File: src/crg_pkg.sv
// Shared widths, register map and carried-data types for the camera ray generator.
// Depends on nothing; every other file imports it.
package crg_pkg;

   localparam int MAT_W        = 32;   // Q16.16 matrix and eye entries
   localparam int MATRIX_FRAC  = 16;
   localparam int COORD_FRAC   = 4;
   localparam int SCR_W        = 16;
   localparam int DIR_W        = 16;
   localparam int DIR_FRAC     = 15;

   localparam int CSR_DATA_W   = 64;
   localparam int NUM_REGS     = 8;
   localparam int REG_IDX_W    = $clog2(NUM_REGS);
   localparam int ADDR_W       = REG_IDX_W + 3;

   localparam logic [REG_IDX_W-1:0] REG_COL_X01 = 3'd0;
   localparam logic [REG_IDX_W-1:0] REG_COL_X23 = 3'd1;
   localparam logic [REG_IDX_W-1:0] REG_COL_Y01 = 3'd2;
   localparam logic [REG_IDX_W-1:0] REG_COL_Y23 = 3'd3;
   localparam logic [REG_IDX_W-1:0] REG_COL_C01 = 3'd4;
   localparam logic [REG_IDX_W-1:0] REG_COL_C23 = 3'd5;
   localparam logic [REG_IDX_W-1:0] REG_EYE_XY  = 3'd6;
   localparam logic [REG_IDX_W-1:0] REG_EYE_Z   = 3'd7;

   localparam logic [CSR_DATA_W-1:0] COL_C23_RESET = 64'h0000_0001_0000_0000;

   // Transform
   localparam int PROD_W = MAT_W + SCR_W + 1;
   localparam int VW     = 51;           // homogeneous vector element, signed
   localparam int MAG_W  = VW - 1;

   // Perspective divide: quotient of |v|*2^16 by |w|
   localparam int WORLD_W     = 48;      // signed world coordinate
   localparam int SAT_SHIFT   = WORLD_W - 1 - MATRIX_FRAC;
   localparam int PDIV_BITS   = 48;
   localparam int PDIV_STEPS  = 2;
   localparam int PDIV_STAGES = PDIV_BITS / PDIV_STEPS;
   localparam int PREM_W      = MAG_W + 1;
   localparam logic [WORLD_W-2:0] WORLD_MAX = '1;

   // Normalisation
   localparam int DIFF_W = WORLD_W + 1;
   localparam int MG_W   = WORLD_W;
   localparam int POS_W  = $clog2(MG_W);
   localparam int NORM_W = 30;
   localparam int SQ_W   = 2 * NORM_W;
   localparam int SUM_W  = SQ_W + 2;

   // Square root
   localparam int ROOT_W     = 32;
   localparam int SQ_IN_W    = 2 * ROOT_W;
   localparam int RT_REM_W   = ROOT_W + 2;
   localparam int SQRT_STEPS = 2;
   localparam int SQRT_STAGES = ROOT_W / SQRT_STEPS;
   localparam int LEN_W      = ROOT_W - 1;

   // Unit divide
   localparam int NUM_W       = NORM_W + DIR_FRAC + 1;
   localparam int UQ_BITS     = 18;
   localparam int UDIV_STEPS  = 2;
   localparam int UDIV_STAGES = UQ_BITS / UDIV_STEPS;
   localparam int UREM_W      = LEN_W + 1;
   localparam logic [UQ_BITS-1:0] DIR_POS_MAX = 18'd32767;
   localparam logic [UQ_BITS-1:0] DIR_NEG_MAX = 18'd32768;

   typedef logic [3:0][MAT_W-1:0]   col_type;
   typedef logic [2:0][MAT_W-1:0]   eye_type;
   typedef logic [3:0][VW-1:0]      vec4_type;
   typedef logic [2:0][WORLD_W-1:0] world_type;

   // Data that travels beside the length through the square root.
   typedef struct packed {
      logic                    valid;
      logic                    degen;
      logic [2:0]              neg;
      logic [2:0][NORM_W-1:0]  mag;
   } ray_side_type;

endpackage

File: src/crg_isqrt.sv
// Pipelined integer square root, two result bits a stage, carrying the lane data along.
// Depends on crg_pkg.
module crg_isqrt import crg_pkg::*; (
   input  logic             clock,
   input  logic             reset,
   input  ray_side_type     in_side,
   input  logic [SUM_W-1:0] sum,
   output ray_side_type     out_side,
   output logic [LEN_W-1:0] len
);

   logic [RT_REM_W-1:0] rem_in  [SQRT_STAGES];
   logic [RT_REM_W-1:0] rem_ff  [SQRT_STAGES];
   logic [ROOT_W-1:0]   root_in [SQRT_STAGES];
   logic [ROOT_W-1:0]   root_ff [SQRT_STAGES];
   logic [SQ_IN_W-1:0]  rad_in  [SQRT_STAGES];
   logic [SQ_IN_W-1:0]  rad_ff  [SQRT_STAGES];
   ray_side_type        side_ff [SQRT_STAGES];

   always_comb begin : root_steps
      logic [RT_REM_W-1:0] r;
      logic [RT_REM_W-1:0] trial;
      logic [ROOT_W-1:0]   q;
      logic [SQ_IN_W-1:0]  n;
      for (int s = 0; s < SQRT_STAGES; s++) begin
         if (s == 0) begin
            r = '0;
            q = '0;
            n = SQ_IN_W'(sum);
         end else begin
            r = rem_ff[s-1];
            q = root_ff[s-1];
            n = rad_ff[s-1];
         end
         for (int k = 0; k < SQRT_STEPS; k++) begin
            r     = {r[RT_REM_W-3:0], n[SQ_IN_W-1:SQ_IN_W-2]};
            n     = n << 2;
            trial = {q, 2'b01};
            if (r >= trial) begin
               r = r - trial;
               q = {q[ROOT_W-2:0], 1'b1};
            end else begin
               q = {q[ROOT_W-2:0], 1'b0};
            end
         end
         rem_in[s]  = r;
         root_in[s] = q;
         rad_in[s]  = n;
      end
   end

   always_ff @(posedge clock) begin
      for (int s = 0; s < SQRT_STAGES; s++) begin
         rem_ff[s]  <= rem_in[s];
         root_ff[s] <= root_in[s];
         rad_ff[s]  <= rad_in[s];
      end
      side_ff[0].degen <= in_side.degen;
      side_ff[0].neg   <= in_side.neg;
      side_ff[0].mag   <= in_side.mag;
      for (int s = 1; s < SQRT_STAGES; s++) begin
         side_ff[s].degen <= side_ff[s-1].degen;
         side_ff[s].neg   <= side_ff[s-1].neg;
         side_ff[s].mag   <= side_ff[s-1].mag;
      end
      if (reset) begin
         for (int s = 0; s < SQRT_STAGES; s++) begin
            side_ff[s].valid <= 1'b0;
         end
      end else begin
         side_ff[0].valid <= in_side.valid;
         for (int s = 1; s < SQRT_STAGES; s++) begin
            side_ff[s].valid <= side_ff[s-1].valid;
         end
      end
   end

   assign out_side = side_ff[SQRT_STAGES-1];
   assign len      = root_ff[SQRT_STAGES-1][LEN_W-1:0];

endmodule

File: config.mk
export PLATFORM = sky130hd
export DESIGN_NAME = crg_isqrt
export DESIGN_NICKNAME = d
export VERILOG_FILES = /design/src/crg_pkg.sv /design/src/crg_isqrt.sv
export SDC_FILE = /design/constraint.sdc
export NUM_CORES = 2
export LEC_CHECK = 0
export BUFFER_PORTS_ARGS = -buffer_cell sky130_fd_sc_hd__buf_4
export CAP_MARGIN = 5
export CORE_MARGIN = 5
export CORE_UTILIZATION = 49
export CTS_CLUSTER_DIAMETER = 200
export DETAILED_ROUTE_END_ITERATION = 8
export GPL_ROUTABILITY_DRIVEN = 0
export GPL_TIMING_DRIVEN = 1
export PLACE_DENSITY = 0.65
export SETUP_SLACK_MARGIN = 0.3
export SLEW_MARGIN = 10
export SYNTH_ARGS = -nofsm -noshare
export SYNTH_HDL_FRONTEND = slang
export SYNTH_SLANG_ARGS = --single-unit
File: constraint.sdc
create_clock -name clock -period 15.25 [get_ports clock]
set_input_delay 3.05 -clock clock [delete_from_list [all_inputs] [get_ports clock]]
set_output_delay 3.05 -clock clock [all_outputs]
set_load 0.02 [all_outputs]
==> results.json <==
{
  "multi_input_area_sq_um": 39700,
  "hold_violations": 0,
  "ioPinCount": 285,
  "grtUsageTotal": 0.199,
  "criticalPathCategory": "flip-flop to flip-flop",
  "synth_ff_type": "dfxtp_1",
  "finalMaxSlewViolations": 0,
  "numCtsBuffers": 285,
  "initial_core_util": 0.491,
  "r2r_start": "root_ff[0][170]$_DFF_P_",
  "syn_inst": 9219,
  "final_common_cell": "dfxtp_1",
  "fin_crit_ns": 8.43,
  "use_met3": 0.0344,
  "period_share": 0.553,
  "vdd_drop_max_v": 0.000112,
  "vias": 66757,
  "firstDrtPassIters": 6,
  "core_sq_um": 197000,
  "grt_busiest_layer": "met2",
  "p_leak_nw": 49.5,
  "nFillCells": 16770,
  "regArea_sq_um": 54200,
  "clock_skew_ns": 0.0683,
  "endpoint_kind": "flip-flop",
  "die_x_um": 454,
  "crit_arrival_ns": 9.18,
  "cp_max_fo": 24,
  "synthArstFlopShare": 0,
  "ys_ff_latch": 2707,
  "cap_violations": 0,
  "clk_pin_slew_ns": 0.06,
  "grt_pass1_wl_um": 336000,
  "ys_warn_count": 0,
  "setup-tns-final_ns": 0,
  "synth.avg_cell_area_sq_um": 10.5,
  "wl_um": 212000,
  "seqPwrFrac": 0.447,
  "antenna_left": 0,
  "ys_seq_area_frac": 0.561,
  "tightestPinTransition_ns": 1.13,
  "critPathRequiredTime_ns": 16.00,
  "wire_per_inst_um": 17.1,
  "status": "completed",
  "drtIter0Drc": 5018,
  "clock_latency_ns": 0.91,
  "cellPowerDensity_nw_per_um2": 169,
  "mostFrequentLayoutCells": "2,707 x dfxtp_1, 619 x a21oi_1, 614 x nor2_1, 570 x nand2_1, 530 x ha_1",
  "rows": 163,
  "dieArea_sq_um": 206000,
  "p_sw_mw": 5.31,
  "hold_path_class": "flip-flop to flip-flop",
  "grt_use_met1": 0.258,
  "drc": 0,
  "cts_setup_buffers": 0,
  "cts_tree": "done",
  "final_nets": 10266,
  "setup_viol": 0,
  "critPathLaunch": "root_ff[0][170]$_DFF_P_",
  "internal-power_mw": 13.3,
  "clockBufferDepth": 4,
  "portBuffers": 284,
  "clock-sinks": 2707,
  "htree_levels": 5,
  "die_y_um": 454,
  "vias_per_cell": 5.38,
  "use_met2": 0.326,
  "slew_headroom": 0.224,
  "finalPower_mw": 18.7,
  "netlist_area_sq_um": 96600,
  "antenna_found_initial": 6,
  "rsz0062_at_grt": "no",
  "cts_root_buf": "clkbuf_16",
  "cp-start-kind": "flip-flop",
  "switching_share": 0.285,
  "max_freq_mhz": 119,
  "grt_pass1_vias": 64198,
  "worstHoldStart": "side_ff[9][41]$_DFF_P_",
  "synth_edf_count": 0,
  "syn_nets": 9908,
  "ys_types": 96,
  "grt_max_degree": 51,
  "cts_resized": 0,
  "layout-drive-gt1-share": 0.103,
  "combPwrFrac": 0.198,
  "hold_buffers": 0,
  "grt-ovfl-total": 0,
  "area_growth_pct": 14.3,
  "clockPowerShare": 0.356,
  "post-dp-hpwl_um": 159000
}
metrics by stage:
step	worst slack, ns	std cells	cell area, sq um	hold slack, ns	util
after CTS	7.00	12414	110000	0.270	0.561
after floorplan	9.37	9219	96600	0.310	-
after global routing	6.44	12415	110000	0.286	0.561
after detailed placement	7.07	11930	101000	0.312	0.515
final	6.82	12416	110000	0.278	0.561
after global placement	7.14	11930	101000	0.309	0.515
layer usage:
| layer | vias up | part of all wire |
|---|---|---|
| met5 | - | 0.00028 |
| met1 | 30996 | 0.43 |
| met3 | 579 | 0.063 |
| met2 | 2274 | 0.46 |
| li1 | 32900 | - |
| met4 | 8 | 0.046 |
area by class of cell:
type                    instances  share of cell area
flip-flops and latches       2707               0.491
multi-input cells            5821               0.359
clock buffers                 391              0.0739
well taps                    2640              0.0299
repair buffers                307              0.0209
inverters                     455              0.0155
clock inverters                93             0.00945
diodes                          2           0.0000453
flip-flops by register name (all words and copies together) (netlist names):
signal	cells
side_ff	1520
rem_ff	451
rad_ff	480
root_ff	256
cells in the mapped netlist, types with 142 or more instances:
cell,number,area [sq um]
xnor2_1,454,3980
mux2_2,142,1600
ha_1,530,6630
clkbuf_1,170,638
xor2_1,273,2390
nand4_1,146,913
inv_1,447,1680
a21o_1,280,2100
dfxtp_1,2707,54200
nor2_1,615,2310
nand3_1,198,991
o21ai_0,386,1930
a21oi_1,619,3100
nand2_1,570,2140
nor3_1,214,1070
power groups by stage:
stage                     clock, mW  combinational, mW  sequential [mW]
after floorplan                   0               2.83             8.26
after global placement            0               3.55             8.46
after detailed placement          0               3.61             8.48
after CTS                      6.86               3.64             8.33
after global routing           7.17               4.06             8.41
final                          6.64               3.69             8.33
cell families after synthesis:
| kind of cell | Yosys count | synth area share |
|---|---|---|
| compound gates | 1955 | 0.130 |
| xor+xnor | 727 | 0.0659 |
| fa+ha+maj | 530 | 0.0687 |
| buf+inv | 691 | 0.0285 |
| flops | 2707 | 0.561 |
| mux | 171 | 0.0196 |
| other cells | 1 | 0.0000388 |
| simple gates | 2437 | 0.127 |
worst max-delay path: stages (launching register included):
cell and delay (ns):
dfxtp_1 0.37, inv_1 0.08, ha_1 0.49, nand2b_1 0.19, or2_2 0.37, nor4_1 0.67
a211o_1 0.46, or3_1 0.70, inv_1 0.48, ha_1 0.48, nor4_1 0.52, o31ai_1 0.21
o31a_1 0.32, o31a_1 0.32, a2111oi_0 1.02, nand3_1 0.84, buf_4 0.48, mux2_2 0.31
final timing paths:
kind              depth (start not counted)  slack [ns]                      end
setup / recovery                         17        6.82   rem_ff[0][209]$_DFF_P_
hold / removal                            0        0.28  side_ff[10][41]$_DFF_P_
setup reg to reg                         17        6.82   rem_ff[0][209]$_DFF_P_
hold reg to reg                           0        0.28  side_ff[10][41]$_DFF_P_
Power figures use the tool's default switching activity.
